File: config.mk
export PLATFORM = sky130hd
export DESIGN_NAME = spi_register_frame_master
export DESIGN_NICKNAME = d
export VERILOG_FILES = /design/src/hdl/srfm_pkg.sv /design/src/hdl/spi_register_frame_master.sv /design/src/hdl/srfm_engine.sv
export VERILOG_INCLUDE_DIRS = /design/src /design/src/hdl
export SDC_FILE = /design/constraint.sdc
export NUM_CORES = 1
export LEC_CHECK = 0
export ABC_AREA = 0
export BUFFER_PORTS_ARGS = -buffer_cell sky130_fd_sc_hd__buf_2
export CAP_MARGIN = 15
export CORE_MARGIN = 1
export CORE_UTILIZATION = 59
export CTS_CLUSTER_DIAMETER = 150
export CTS_CLUSTER_SIZE = 12
export DETAILED_ROUTE_END_ITERATION = 16
export PLACE_DENSITY = 0.87
export RECOVER_POWER = 50
export REMOVE_ABC_BUFFERS = 1
export SLEW_MARGIN = 20
export SYNTH_ARGS = -nofsm -noshare
export SYNTH_HDL_FRONTEND = slang
export SYNTH_SLANG_ARGS = --single-unit
File: constraint.sdc
create_clock -name clk_i -period 5.23 [get_ports clk_i]
set_input_delay 0.523 -clock clk_i [delete_from_list [all_inputs] [get_ports clk_i]]
set_output_delay 0.523 -clock clk_i [all_outputs]
set_load 0.005 [all_outputs]
File: src/hdl/assert_macros.svh
// ---------------------------------------------------------------------------
// assertion helper macros
// concurrent checks on a clock with an active-low reset, empty for synthesis
// ---------------------------------------------------------------------------
`ifndef ASSERT_MACROS_SVH
`define ASSERT_MACROS_SVH

`ifndef SYNTHESIS

`define ASSERT_HOLDS(label, clk, rst_n, prop) \
  label: assert property (@(posedge clk) disable iff (!(rst_n)) (prop)) \
    else $error("assertion failed: label");

`define ASSERT_IMPLIES(label, clk, rst_n, ante, cons) \
  label: assert property (@(posedge clk) disable iff (!(rst_n)) (ante) |-> (cons)) \
    else $error("assertion failed: label");

`define ASSERT_NEXT(label, clk, rst_n, ante, cons) \
  label: assert property (@(posedge clk) disable iff (!(rst_n)) (ante) |=> (cons)) \
    else $error("assertion failed: label");

`else

`define ASSERT_HOLDS(label, clk, rst_n, prop)
`define ASSERT_IMPLIES(label, clk, rst_n, ante, cons)
`define ASSERT_NEXT(label, clk, rst_n, ante, cons)

`endif

`endif

File: src/hdl/srfm_pkg.sv
// ---------------------------------------------------------------------------
// srfm_pkg
// types and constants of the spi register frame master
// ---------------------------------------------------------------------------
`default_nettype none

package srfm_pkg;

  typedef enum logic [1:0] {
    OP_TICK  = 2'd0,
    OP_READ  = 2'd1,
    OP_WRITE = 2'd2,
    OP_SPARE = 2'd3
  } op_e;

  typedef enum logic [1:0] {
    PH_IDLE = 2'd0,
    PH_ADDR = 2'd1,
    PH_CMD  = 2'd2,
    PH_BODY = 2'd3
  } phase_e;

  localparam int unsigned AddrW    = 11;
  localparam int unsigned CountW   = 3;
  localparam int unsigned WordW    = 32;
  localparam int unsigned InDataW  = 48;
  localparam int unsigned OutDataW = 40;

  localparam logic [7:0] ChecksumBase = 8'hFF;

  // one item as taken from the input channel
  typedef struct packed {
    op_e                op;
    logic [AddrW-1:0]   reg_address;
    logic [CountW-1:0]  byte_count;
    logic [WordW-1:0]   write_word;
    logic               miso_bit;
  } item_t;

  // one result item from the frame engine
  typedef struct packed {
    logic              select_active;
    logic              mosi_bit;
    logic              clock_pulse;
    logic              frame_done;
    logic              checksum_good;
    logic [WordW-1:0]  read_word;
  } result_t;

endpackage

`default_nettype wire

File: src/hdl/spi_register_frame_master.sv
// ---------------------------------------------------------------------------
// spi_register_frame_master
// spi master frame engine for metering register access with additive checksum
// ---------------------------------------------------------------------------
// usage:
//   each input transfer carries one command in s_axis_tuser_i: tick, start read
//   or start write. a start opens a frame (chip select on) and moves no bit;
//   every later tick moves one serial bit, msb first: low address byte, command
//   byte, then data bytes and the checksum (sent on writes, received on reads).
//   every input transfer yields exactly one output transfer with the chip
//   select, mosi, clock pulse, checksum status and the last good read word;
//   m_axis_tlast_o marks the tick that ends a frame.
//   the input register loads on the input transfer and the result register
//   loads from it when the item advances; output valid is the result
//   register's valid flag, so each item passes both registers in turn.
//   throughput is one transfer per cycle while the output side is ready.
//   when the receiver stalls, the result register holds and the input register
//   keeps one more item; input tready drops only when both are full.
//   reset returns the frame engine to idle with all status and data cleared
//   and empties both registers.
// ---------------------------------------------------------------------------
`default_nettype none

`include "assert_macros.svh"

module spi_register_frame_master #(
  parameter int unsigned MAX_BYTES = 4
) (
  input  wire         clk_i,
  input  wire         rst_ni,
  input  wire         s_axis_tvalid_i,
  output logic        s_axis_tready_o,
  // reg_address[10:0], byte_count[13:11], write_word[45:14], miso_bit[46], zero[47]
  input  wire  [47:0] s_axis_tdata_i,
  // op[1:0]
  input  wire  [1:0]  s_axis_tuser_i,
  output logic        m_axis_tvalid_o,
  input  wire         m_axis_tready_i,
  // select_active[0], mosi_bit[1], clock_pulse[2], checksum_good[3],
  // read_word[35:4], zero[39:36]
  output logic [39:0] m_axis_tdata_o,
  // frame_done
  output logic        m_axis_tlast_o
);

  logic              in_valid_q, in_valid_d;
  srfm_pkg::item_t   in_item_q;
  logic              out_valid_q, out_valid_d;
  srfm_pkg::result_t out_res_q;
  srfm_pkg::result_t eng_res;
  logic              advance;

  assign advance         = in_valid_q && (!out_valid_q || m_axis_tready_i);
  assign s_axis_tready_o = !in_valid_q || advance;

  always_comb begin
    in_valid_d  = in_valid_q;
    out_valid_d = out_valid_q;
    if (advance) begin
      out_valid_d = 1'b1;
    end else if (m_axis_tready_i) begin
      out_valid_d = 1'b0;
    end
    if (s_axis_tvalid_i && s_axis_tready_o) begin
      in_valid_d = 1'b1;
    end else if (advance) begin
      in_valid_d = 1'b0;
    end
  end

  always_ff @(posedge clk_i or negedge rst_ni) begin
    if (!rst_ni) begin
      in_valid_q  <= 1'b0;
      out_valid_q <= 1'b0;
    end else begin
      in_valid_q  <= in_valid_d;
      out_valid_q <= out_valid_d;
    end
  end

  always_ff @(posedge clk_i) begin
    if (s_axis_tvalid_i && s_axis_tready_o) begin
      in_item_q.op          <= srfm_pkg::op_e'(s_axis_tuser_i);
      in_item_q.reg_address <= s_axis_tdata_i[10:0];
      in_item_q.byte_count  <= s_axis_tdata_i[13:11];
      in_item_q.write_word  <= s_axis_tdata_i[45:14];
      in_item_q.miso_bit    <= s_axis_tdata_i[46];
    end
    if (advance) begin
      out_res_q <= eng_res;
    end
  end

  srfm_engine #(
    .MAX_BYTES(MAX_BYTES)
  ) u_engine (
    .clk_i    (clk_i),
    .rst_ni   (rst_ni),
    .step_i   (advance),
    .item_i   (in_item_q),
    .result_o (eng_res)
  );

  assign m_axis_tvalid_o = out_valid_q;
  assign m_axis_tlast_o  = out_res_q.frame_done;
  assign m_axis_tdata_o  = {4'b0000, out_res_q.read_word, out_res_q.checksum_good,
                            out_res_q.clock_pulse, out_res_q.mosi_bit,
                            out_res_q.select_active};

  // a frame can only end on a clocked bit with chip select still on
  `ASSERT_IMPLIES(a_done_in_frame, clk_i, rst_ni, m_axis_tvalid_o && m_axis_tlast_o, m_axis_tdata_o[0] && m_axis_tdata_o[2])
  // clock pulses and mosi only inside a frame
  `ASSERT_IMPLIES(a_clk_needs_sel, clk_i, rst_ni, m_axis_tvalid_o && (m_axis_tdata_o[1] || m_axis_tdata_o[2]), m_axis_tdata_o[0])
  // input side backs off only when both registers are full and the output stalls
  `ASSERT_IMPLIES(a_ready_low_full, clk_i, rst_ni, !s_axis_tready_o, in_valid_q && out_valid_q && !m_axis_tready_i)
  // a transfer into the result register always shows up as output valid
  `ASSERT_NEXT(a_advance_valid, clk_i, rst_ni, advance, m_axis_tvalid_o)

endmodule

`default_nettype wire

File: src/hdl/srfm_engine.sv
// ---------------------------------------------------------------------------
// srfm_engine
// frame state and per-tick bit logic of the spi register frame master
// ---------------------------------------------------------------------------
`default_nettype none

module srfm_engine #(
  parameter int unsigned MAX_BYTES = 4
) (
  input  wire               clk_i,
  input  wire               rst_ni,
  input  wire               step_i,
  input  srfm_pkg::item_t   item_i,
  output srfm_pkg::result_t result_o
);

  localparam int unsigned BlW = $clog2(MAX_BYTES + 1);
  localparam int unsigned CountW = srfm_pkg::CountW;
  localparam int unsigned WordW = srfm_pkg::WordW;
  // largest count that the byte_count field can ask for after clamping
  localparam int unsigned CntMax =
    (MAX_BYTES < (2 ** CountW - 1)) ? MAX_BYTES : (2 ** CountW - 1);

  srfm_pkg::phase_e phase_q, phase_d;
  logic             is_write_q, is_write_d;
  logic [BlW-1:0]   bytes_left_q, bytes_left_d;
  logic [2:0]       bit_index_q, bit_index_d;
  logic [7:0]       shift_byte_q, shift_byte_d;
  logic [7:0]       sum_accum_q, sum_accum_d;
  logic [WordW-1:0] tx_data_q, tx_data_d;
  logic [WordW-1:0] rx_data_q, rx_data_d;
  logic [WordW-1:0] good_data_q, good_data_d;
  logic             good_flag_q, good_flag_d;
  logic [7:0]       cmd_byte_q, cmd_byte_d;

  logic              start;
  logic              sending;
  logic [7:0]        shifted;
  logic [CountW-1:0] cnt_clamped;
  logic [7:0]        cmd_new;
  logic [BlW-1:0]    load_count;
  logic [7:0]        load_pos;
  logic [7:0]        load_byte;
  logic [7:0]        load_shift;
  logic [7:0]        load_sum;

  assign start = (phase_q == srfm_pkg::PH_IDLE) &&
                 ((item_i.op == srfm_pkg::OP_READ) || (item_i.op == srfm_pkg::OP_WRITE));
  assign sending = (phase_q != srfm_pkg::PH_BODY) || is_write_q;
  assign shifted = {shift_byte_q[6:0], sending ? 1'b0 : item_i.miso_bit};

  always_comb begin
    if (item_i.byte_count == '0) begin
      cnt_clamped = CountW'(1);
    end else if (32'(item_i.byte_count) > CntMax) begin
      cnt_clamped = CountW'(CntMax);
    end else begin
      cnt_clamped = item_i.byte_count;
    end
  end

  assign cmd_new = {item_i.op == srfm_pkg::OP_WRITE, item_i.reg_address[10:8], 4'b0000};

  // next body byte to send: after the command byte all bytes are left,
  // after a data byte one fewer
  assign load_count = (phase_q == srfm_pkg::PH_CMD) ? bytes_left_q
                                                    : bytes_left_q - BlW'(1);
  assign load_pos = 8'(load_count) - 8'd1;

  always_comb begin
    if (load_pos < 8'd4) begin
      load_byte = tx_data_q[load_pos[1:0]*8 +: 8];
    end else begin
      load_byte = 8'h00;
    end
    if (load_count != '0) begin
      load_shift = load_byte;
      load_sum   = sum_accum_q + load_byte;
    end else begin
      load_shift = srfm_pkg::ChecksumBase - sum_accum_q;
      load_sum   = sum_accum_q;
    end
  end

  always_comb begin
    phase_d      = phase_q;
    is_write_d   = is_write_q;
    bytes_left_d = bytes_left_q;
    bit_index_d  = bit_index_q;
    shift_byte_d = shift_byte_q;
    sum_accum_d  = sum_accum_q;
    tx_data_d    = tx_data_q;
    rx_data_d    = rx_data_q;
    good_data_d  = good_data_q;
    good_flag_d  = good_flag_q;
    cmd_byte_d   = cmd_byte_q;

    result_o.select_active = 1'b0;
    result_o.mosi_bit      = 1'b0;
    result_o.clock_pulse   = 1'b0;
    result_o.frame_done    = 1'b0;

    if (start) begin
      is_write_d   = (item_i.op == srfm_pkg::OP_WRITE);
      cmd_byte_d   = cmd_new;
      bytes_left_d = BlW'(cnt_clamped);
      bit_index_d  = 3'd0;
      shift_byte_d = item_i.reg_address[7:0];
      sum_accum_d  = item_i.reg_address[7:0] + cmd_new;
      tx_data_d    = item_i.write_word;
      rx_data_d    = '0;
      phase_d      = srfm_pkg::PH_ADDR;
      result_o.select_active = 1'b1;
    end else if (phase_q != srfm_pkg::PH_IDLE) begin
      result_o.select_active = 1'b1;
      result_o.clock_pulse   = 1'b1;
      result_o.mosi_bit      = sending & shift_byte_q[7];
      shift_byte_d           = shifted;
      if (bit_index_q != 3'd7) begin
        bit_index_d = bit_index_q + 3'd1;
      end else begin
        bit_index_d = 3'd0;
        unique case (phase_q)
          srfm_pkg::PH_ADDR: begin
            phase_d      = srfm_pkg::PH_CMD;
            shift_byte_d = cmd_byte_q;
          end
          srfm_pkg::PH_CMD: begin
            phase_d = srfm_pkg::PH_BODY;
            if (is_write_q) begin
              shift_byte_d = load_shift;
              sum_accum_d  = load_sum;
            end else begin
              shift_byte_d = 8'h00;
            end
          end
          srfm_pkg::PH_BODY: begin
            if (bytes_left_q != '0) begin
              bytes_left_d = bytes_left_q - BlW'(1);
              if (is_write_q) begin
                shift_byte_d = load_shift;
                sum_accum_d  = load_sum;
              end else begin
                rx_data_d    = {rx_data_q[WordW-9:0], shifted};
                sum_accum_d  = sum_accum_q + shifted;
                shift_byte_d = 8'h00;
              end
            end else begin
              if (!is_write_q) begin
                good_flag_d = (shifted == (srfm_pkg::ChecksumBase - sum_accum_q));
                if (good_flag_d) begin
                  good_data_d = rx_data_q;
                end
              end
              result_o.frame_done = 1'b1;
              phase_d             = srfm_pkg::PH_IDLE;
            end
          end
          default: begin
            phase_d = srfm_pkg::PH_IDLE;
          end
        endcase
      end
    end

    result_o.checksum_good = good_flag_d;
    result_o.read_word     = good_data_d;
  end

  always_ff @(posedge clk_i or negedge rst_ni) begin
    if (!rst_ni) begin
      phase_q      <= srfm_pkg::PH_IDLE;
      is_write_q   <= 1'b0;
      bytes_left_q <= '0;
      bit_index_q  <= 3'd0;
      shift_byte_q <= 8'h00;
      sum_accum_q  <= 8'h00;
      tx_data_q    <= '0;
      rx_data_q    <= '0;
      good_data_q  <= '0;
      good_flag_q  <= 1'b0;
      cmd_byte_q   <= 8'h00;
    end else if (step_i) begin
      phase_q      <= phase_d;
      is_write_q   <= is_write_d;
      bytes_left_q <= bytes_left_d;
      bit_index_q  <= bit_index_d;
      shift_byte_q <= shift_byte_d;
      sum_accum_q  <= sum_accum_d;
      tx_data_q    <= tx_data_d;
      rx_data_q    <= rx_data_d;
      good_data_q  <= good_data_d;
      good_flag_q  <= good_flag_d;
      cmd_byte_q   <= cmd_byte_d;
    end
  end

endmodule

`default_nettype wire
==> Flow_metrics.wiki, run 1 <==
{| class="wikitable"
! Metric !! Value
|-
| Status || finished, violations left
|-
| Violations in the final reports || capacitance limit, slew limit
|-
| Reg clk slew, reported paths || 70 ps
|-
| Number of cell rows || 46
|-
| Count of final max-slew check failures || 131
|-
| Dpl ws || 562 ps
|-
| Number of enable-type register cells in the synthesized netlist || 86
|-
| Die footprint || 0.0170 mm²
|-
| Fin crit period || 4730 ps
|-
| Highest clock rate || 211 MHz
|-
| Number of antenna diodes || 0
|-
| Skew final || 27.4 ps
|-
| Number of hold violations in the final report || 0
|-
| Post-route cell area || 0.0109 mm²
|-
| Final Routed Wirelength || 18200 µm
|-
| Element type at the critical path end || flip-flop
|-
| Worst hold path type || in -> reg
|-
| Transition time at the pin with the least slew margin || 4260 ps
|-
| Number of sinks handled by clock tree synthesis || 213
|-
| Half-perimeter wire length after placement || 11900 µm
|-
| Total track usage || 22.4%
|-
| Final worst slack || 496 ps
|-
| Most frequently used flop master after synthesis || sky130_fd_sc_hd__dfrtp_1
|-
| Final setup violation count || 0
|-
| Worst setup SP type || flip-flop
|-
| Share of async-settable or async-resettable flops after synthesis || 59.6%
|-
| Worst path arrival time || 5120 ps
|-
| Number of buffers created by CTS || 21
|-
| TritonCTS clock tree || done
|-
| Setup repair after global routing missed its margin || no
|-
| Starting density of the core || 60.8%
|-
| Largest net degree at the start of global routing || 81
|-
| Share of the yosys chip area belonging to registers || 59.2%
|-
| Sum of overflow across all layers after global routing || 0
|-
| Cells after Synth || 891
|-
| Via count of the first global-routing pass || 6280
|-
| Post-route DRC || 0
|-
| CP Data Required Time || 5610 ps
|-
| Max Cap Violations || 2
|-
| Share of layout cells above drive strength 1 || 14.6%
|-
| Number of top-level pins || 97
|-
| Final critical-path share of the clock period || 90.5%
|-
| Number of H-tree branching levels || 1
|-
| Power density over the cells || 525 mW/mm²
|-
| Number of antenna violations at the first check in global routing || 0
|-
| Headroom to the max-slew limit || -184%
|-
| Syn. warnings || 0
|-
| Via total after detailed routing || 6602
|-
| Static power due to leakage || 4.88 nW
|-
| Number of synthesized register bits || 213
|-
| Root buffer cell || sky130_fd_sc_hd__clkbuf_16
|-
| Layout net count || 1061
|-
| Crit path max fanout || 10
|-
| Maximum vdd drop || 0.378 mV
|-
| Overall power of the completed layout || 5.72 mW
|-
| Category of the most critical setup path || reg -> reg
|-
| Routed wire length per instance || 15.1 µm
|-
| Global-route wire length before repair || 30000 µm
|-
| Die height || 130 µm
|-
| Layout fillers || 1184
|-
| Avg Synthesized Cell Area || 10.9 µm²
|-
| DIE WIDTH || 130 µm
|-
| Buffers on Ports || 91
|-
| Clock latency of the later-clocked register in the worst-skew pair || 510 ps
|-
| Max Buffers Root-to-Sink || 3
|-
| Post CTS Setup Buffer Count || 0
|-
| Most common library cell in the layout ignoring fill and taps || sky130_fd_sc_hd__nand2_1
|-
| Most used cells in the layout excluding fill and tap cells || sky130_fd_sc_hd__nand2_1 (294), sky130_fd_sc_hd__dfrtp_1 (127), sky130_fd_sc_hd__edfxtp_1 (86)
|-
| Final RePlAce weighted congestion || 0.890
|-
| Growth of design area from synthesis to finish || 12.1%
|-
| Count of hold buffers inserted by post-cts repair || 0
|-
| Post-synth cell types || 62
|-
| Remaining antenna violation count || 0
|-
| Via density per instance || 5.48
|-
| Synthesized cell area || 0.00973 mm²
|-
| 1st-iter DRT viols || 427
|-
| Cell area after placement || 0.0103 mm²
|-
| Core Footprint || 0.0160 mm²
|-
| Slack of the worst reg-to-reg path || 500 ps
|-
| Detailed Routing Iterations Pass 1 || 5
|-
| Post-cts resize count || 0
|}
## path summary, 6_finish.rpt
check | from | to | depth (start not counted)
worst max-delay path | u_engine.phase_q[0]$_DFFE_PN0P_ | u_engine.sum_accum_q[7]$_DFFE_PN0P_ | 15
worst min-delay path | s_axis_tdata_i[2] | in_item_q[38]$_DFFE_PP_ | 1
worst max register to register | u_engine.phase_q[0]$_DFFE_PN0P_ | u_engine.sum_accum_q[7]$_DFFE_PN0P_ | 15
worst min register to register | in_item_q[30]$_DFFE_PP_ | u_engine.tx_data_q[29]$_DFFE_PN0P_ | 2
max in group asynchronous | rst_ni | u_engine.bytes_left_q[2]$_DFFE_PN0P_ | 1
min in group asynchronous | rst_ni | u_engine.good_data_q[25]$_DFFE_PN0P_ | 1
## logic make-up (layout without fill, tap and decap cells)
logic type | count (synthesis) | after routing | synth area share [%]
AND/OR/NAND/NOR | 377 | 377 | 16.1
XOR/XNOR | 17 | 17 | 1.72
multiplexers | 48 | 48 | 6.47
flip-flops | 213 | 213 | 59.2
adder cells (fa/ha/maj) | 33 | 33 | 4.45
buffers and inverters | 69 | 164 | 3.22
other | 1 | 4 | 0.0385
AO/OA/AOI/OAI | 133 | 133 | 8.84
## metal layers
metal	track usage, %	wire (µm)	vias to the layer above
met1	29.2	7900	3152
met4	7.44	520	0
met3	3.50	851	43
met5	0	0	-
li1	-	-	3220
met2	38.5	8880	187
## final cells by class
| type | instances | area (µm²) | area share (%) |
|---|---|---|---|
| flip-flops and latches | 213 | 5760 | 52.8 |
| repair buffers | 102 | 502 | 4.60 |
| clock buffers | 35 | 578 | 5.30 |
| well taps | 216 | 270 | 2.48 |
| clock inverters | 2 | 13.8 | 0.126 |
| inverters | 25 | 93.8 | 0.861 |
| multi-input cells | 612 | 3680 | 33.8 |
## metrics by stage
stage | setup TNS (ps) | hold WS [ps] | utilization (%) | cells
2_1_floorplan | -11020 | 227 | - | 850
3_3_place_gp | 0 | 423 | 64.7 | 1168
3_5_place_dp | 0 | 422 | 64.7 | 1168
4_1_cts | 0 | 186 | 68.4 | 1205
5_1_grt | 0 | 183 | 68.1 | 1205
6_report | 0 | 198 | 68.1 | 1205
## critical path, cell delays in order, from the launching register on
cell	delay [ps]
sky130_fd_sc_hd__dfrtp_1	430
sky130_fd_sc_hd__inv_1	110
sky130_fd_sc_hd__ha_1	350
sky130_fd_sc_hd__xnor2_4	370
sky130_fd_sc_hd__inv_1	140
sky130_fd_sc_hd__ha_1	520
sky130_fd_sc_hd__mux4_1	350
sky130_fd_sc_hd__nor2b_1	180
sky130_fd_sc_hd__ha_1	360
sky130_fd_sc_hd__and2_1	190
sky130_fd_sc_hd__a221oi_1	440
sky130_fd_sc_hd__nand3_1	150
sky130_fd_sc_hd__a311oi_2	320
sky130_fd_sc_hd__xor2_1	130
sky130_fd_sc_hd__o32ai_1	420
sky130_fd_sc_hd__a211oi_2	120
## synth_stat cells (3+ instances only)
cell type | instances | area share (%)
sky130_fd_sc_hd__nor2b_1 | 14 | 0.90
sky130_fd_sc_hd__nand3_1 | 11 | 0.57
sky130_fd_sc_hd__ha_1 | 29 | 3.7
sky130_fd_sc_hd__dfrtp_1 | 127 | 33
sky130_fd_sc_hd__edfxtp_1 | 86 | 27
sky130_fd_sc_hd__o22ai_1 | 3 | 0.19
sky130_fd_sc_hd__inv_1 | 24 | 0.93
sky130_fd_sc_hd__buf_4 | 11 | 0.85
sky130_fd_sc_hd__mux2_2 | 34 | 3.9
sky130_fd_sc_hd__o211ai_1 | 6 | 0.46
sky130_fd_sc_hd__and2_1 | 4 | 0.26
sky130_fd_sc_hd__a21o_1 | 5 | 0.39
sky130_fd_sc_hd__a31oi_1 | 7 | 0.45
sky130_fd_sc_hd__clkbuf_1 | 28 | 1.1
sky130_fd_sc_hd__xnor2_1 | 8 | 0.72
sky130_fd_sc_hd__o21ai_0 | 54 | 2.8
sky130_fd_sc_hd__xor2_1 | 8 | 0.72
sky130_fd_sc_hd__a211oi_1 | 7 | 0.54
sky130_fd_sc_hd__mux2i_1 | 7 | 0.72
sky130_fd_sc_hd__fa_1 | 3 | 0.62
sky130_fd_sc_hd__a21oi_1 | 22 | 1.1
sky130_fd_sc_hd__a22o_1 | 3 | 0.27
sky130_fd_sc_hd__nand3b_1 | 3 | 0.23
sky130_fd_sc_hd__nand2b_1 | 10 | 0.64
sky130_fd_sc_hd__buf_2 | 4 | 0.21
sky130_fd_sc_hd__nor2_1 | 27 | 1.0
sky130_fd_sc_hd__nand2_1 | 295 | 11
sky130_fd_sc_hd__a221oi_1 | 4 | 0.36
sky130_fd_sc_hd__mux4_1 | 5 | 1.4
## state kept, by name (all words and copies together), names as in the netlist, 3 cells and up
name                   cells
m_axis_tdata_o            36
u_engine.good_data_q      32
u_engine.shift_byte_q      8
u_engine.sum_accum_q       8
u_engine.tx_data_q        32
in_item_q                 49
u_engine.cmd_byte_q        3
u_engine.bytes_left_q      3
u_engine.rx_data_q        32
u_engine.bit_index_q       3
## power by group
group	internal, mW	total, mW	switching [mW]
Combinational	0.974	2.16	1.18
Clock	0.752	1.34	0.592
Sequential	2.02	2.22	0.205
Total	3.74	5.72	1.98
No activity file was read; power rests on OpenSTA's default activity.
==> run 2: changes to the inputs <==
- RECOVER_POWER: 50 -> default
==> run 2 against run 1 <==
Flip-flop and latch count did not move; combinational power about the same; total power up 0.11%; largest cell class unchanged; utilization increased by 0.28 points; critical endpoint unchanged; the run now ends clean; sequential power about the same.
==> Flow_metrics.wiki, run 2 (synthesis gave the netlist of run 1 again) <==
{| class="wikitable"
! Metric !! Value
|-
| Status || complete, no violations
|-
| Critical register-to-register path startpoint || u_engine.phase_q[0]$_DFFE_PN0P_
|-
| WHS || 43.0 ps (-155 ps)
|-
| Number of hold violations in the final report || 0 (unchanged)
|-
| Die height || 130 µm (unchanged)
|-
| Routed length on met3 || 904 µm (+6.2%)
|-
| DIE WIDTH || 130 µm (unchanged)
|-
| Post-route DRC || 0 (unchanged)
|-
| Total track usage || 22.4% (unchanged)
|-
| Via total after detailed routing || 6621 (+0.29%)
|-
| Reg clk slew, reported paths || 60 ps (about the same)
|-
| Total Neg Setup Slack || 0 ps (unchanged)
|-
| Transition time at the pin with the least slew margin || 972 ps (-3290 ps)
|-
| Number of placed instances, taps included || 1168 (unchanged)
|-
| Number of antenna violations at the first check in global routing || 0 (unchanged)
|-
| Number of buffers created by CTS || 21 (unchanged)
|-
| TritonCTS clock tree || done
|-
| Final setup violation count || 0 (unchanged)
|-
| Sum of overflow across all layers after global routing || 0 (unchanged)
|-
| Highest clock rate || 211 MHz (about the same)
|-
| Met2 wirelength from detailed routing || 8830 µm (-0.57%)
|-
| Detailed Routing Iterations Pass 1 || 7 (+2)
|-
| Most common library cell in the layout ignoring fill and taps || sky130_fd_sc_hd__nand2_1
|-
| Growth of design area from synthesis to finish || 12.5%
|-
| Core Footprint || 0.0160 mm² (unchanged)
|-
| Category of the most critical setup path || reg -> reg
|-
| Worst path arrival time || 5120 ps (about the same)
|-
| Setup repair after global routing missed its margin || no
|-
| Root buffer cell || sky130_fd_sc_hd__clkbuf_16
|-
| Buffers on Ports || 91 (unchanged)
|-
| Layout net count || 1061 (unchanged)
|-
| Routed wire length per instance || 15.1 µm (about the same)
|-
| Number of top-level pins || 97 (unchanged)
|-
| Dpl ws || 562 ps (unchanged)
|-
| Via density per instance || 5.49 (+0.29%)
|-
| Highest routed layer || met4
|-
| Number of cell rows || 46 (unchanged)
|-
| Worst hold path type || in -> async
|-
| Post CTS Setup Buffer Count || 0 (unchanged)
|-
| Max Cap Violations || 0 (-2)
|-
| Fin crit period || 4730 ps (-2.07 ps)
|-
| Count of hold buffers inserted by post-cts repair || 0 (unchanged)
|-
| Element type at the critical path end || flip-flop
|-
| Final worst slack || 498 ps (+2.07 ps)
|-
| Most used cells in the layout excluding fill and tap cells || sky130_fd_sc_hd__nand2_1 (294), sky130_fd_sc_hd__dfrtp_1 (127), sky130_fd_sc_hd__buf_2 (90)
|-
| Crit path from || u_engine.phase_q[0]$_DFFE_PN0P_
|-
| Die footprint || 0.0170 mm² (unchanged)
|-
| Starting density of the core || 60.8% (unchanged)
|-
| Remaining antenna violation count || 0 (unchanged)
|-
| Headroom to the max-slew limit || 35.0% (+220 points)
|-
| Count of final max-slew check failures || 0 (-100%)
|-
| Number of antenna diodes || 0 (unchanged)
|-
| Static power due to leakage || 4.97 nW (+1.9%)
|-
| Largest net degree at the start of global routing || 81 (unchanged)
|-
| Maximum vdd drop || 0.377 mV (-0.12%)
|-
| Number of H-tree branching levels || 1 (unchanged)
|-
| Power density over the cells || 523 mW/mm² (-0.31%)
|-
| Worst setup SP type || flip-flop
|-
| Half-perimeter wire length after placement || 11900 µm (unchanged)
|-
| Worst-case reg-to-reg path depth || 15 (unchanged)
|-
| Final RePlAce weighted congestion || 0.890 (unchanged)
|-
| Clock latency of the later-clocked register in the worst-skew pair || 510 ps (about the same)
|-
| Critical path endpoint || u_engine.sum_accum_q[7]$_DFFE_PN0P_
|-
| Largest register FFs || 49 (unchanged)
|-
| Global-route wire length before repair || 30000 µm (unchanged)
|-
| Crit path max fanout || 10 (unchanged)
|-
| Final instance count without filler cells || 1205 (unchanged)
|-
| Skew final || 27.7 ps (+0.269 ps)
|-
| Final Routed Wirelength || 18200 µm (about the same)
|-
| Post-Route Utilization || 68.4% (+0.28 points)
|-
| Routed length on met1 || 7880 µm (-0.27%)
|-
| Max Buffers Root-to-Sink || 3 (unchanged)
|-
| CP Data Required Time || 5610 ps (about the same)
|-
| Final critical-path share of the clock period || 90.5% (about the same)
|-
| Endpoint of the worst register-to-register path || u_engine.sum_accum_q[7]$_DFFE_PN0P_
|-
| Post-cts resize count || 0 (unchanged)
|-
| Slack of the worst reg-to-reg path || 500 ps (about the same)
|-
| 1st-iter DRT viols || 429 (+0.47%)
|-
| Via count of the first global-routing pass || 6280 (unchanged)
|-
| Share of layout cells above drive strength 1 || 17.6% (+3.0 points)
|-
| Number of sinks handled by clock tree synthesis || 213 (unchanged)
|-
| Register containing the most flip-flops in the final layout || in_item_q
|}
==> run 2: changes by cell type in the layout (fill, tap and decap cells not counted) <==
cell / before / now
sky130_fd_sc_hd__clkbuf_1: 42 / 14
sky130_fd_sc_hd__buf_1: 1 / 0
sky130_fd_sc_hd__and2_4: 0 / 1
sky130_fd_sc_hd__buf_6: 0 / 1
sky130_fd_sc_hd__buf_2: 62 / 90
sky130_fd_sc_hd__and2_0: 1 / 0
==> run 2: worst min path at each step <==
stage,startpoint,endpoint,slack (ps),cells past startpoint
finish,rst_ni,u_engine.good_data_q[25]$_DFFE_PN0P_,40,1
global route,rst_ni,u_engine.good_data_q[25]$_DFFE_PN0P_,110,1
CTS,s_axis_tdata_i[45],in_item_q[32]$_DFFE_PP_,190,1
detailed placement,in_item_q[23]$_DFFE_PP_,u_engine.tx_data_q[22]$_DFFE_PN0P_,420,2
global placement,in_item_q[23]$_DFFE_PP_,u_engine.tx_data_q[22]$_DFFE_PN0P_,420,2
floorplan,rst_ni,in_valid_q$_DFFE_PN0P_,230,0
==> run 2: metal layers <==
| metal | track usage (%) | vias to the layer above |
|---|---|---|
| met4 | 7.44 | 0 |
| li1 | - | 3216 |
| met1 | 29.2 | 3160 |
| met3 | 3.50 | 45 |
| met2 | 38.5 | 200 |
| met5 | 0 | - |
==> run 2: final cells by class <==
class / count / area [µm²]
clock inverter: 2 / 13.8
fill: 1181 / 5050
timing repair buffer: 102 / 544
tap: 216 / 270
multi-input combinational: 612 / 3690
inverter: 25 / 93.8
clock buffer: 35 / 578
sequential: 213 / 5760
==> run 2: critical path, stage by stage, from the launching register on <==
cell                       delay, ps
sky130_fd_sc_hd__dfrtp_1         420
sky130_fd_sc_hd__inv_1           110
sky130_fd_sc_hd__ha_1            350
sky130_fd_sc_hd__xnor2_4         370
sky130_fd_sc_hd__inv_1           140
sky130_fd_sc_hd__ha_1            520
sky130_fd_sc_hd__mux4_1          350
sky130_fd_sc_hd__nor2b_1         180
sky130_fd_sc_hd__ha_1            360
sky130_fd_sc_hd__and2_1          190
sky130_fd_sc_hd__a221oi_1        450
sky130_fd_sc_hd__nand3_1         160
sky130_fd_sc_hd__a311oi_2        320
sky130_fd_sc_hd__xor2_1          140
sky130_fd_sc_hd__o32ai_1         420
sky130_fd_sc_hd__a211oi_2        120
==> run 2: through the flow <==
stage	total power [mW]	instance area [µm²]
finish	5.73	10900
global route	6.09	10900
CTS	5.75	10900
detailed placement	4.39	10300
global placement	4.27	10300
floorplan	3.87	9520
==> run 2: power breakdown <==
group	internal, mW	switching, mW	leakage [nW]	total [mW]
combinational	0.979	1.18	2.18	2.16
clock	0.752	0.594	0.284	1.35
sequential	2.01	0.205	2.51	2.22
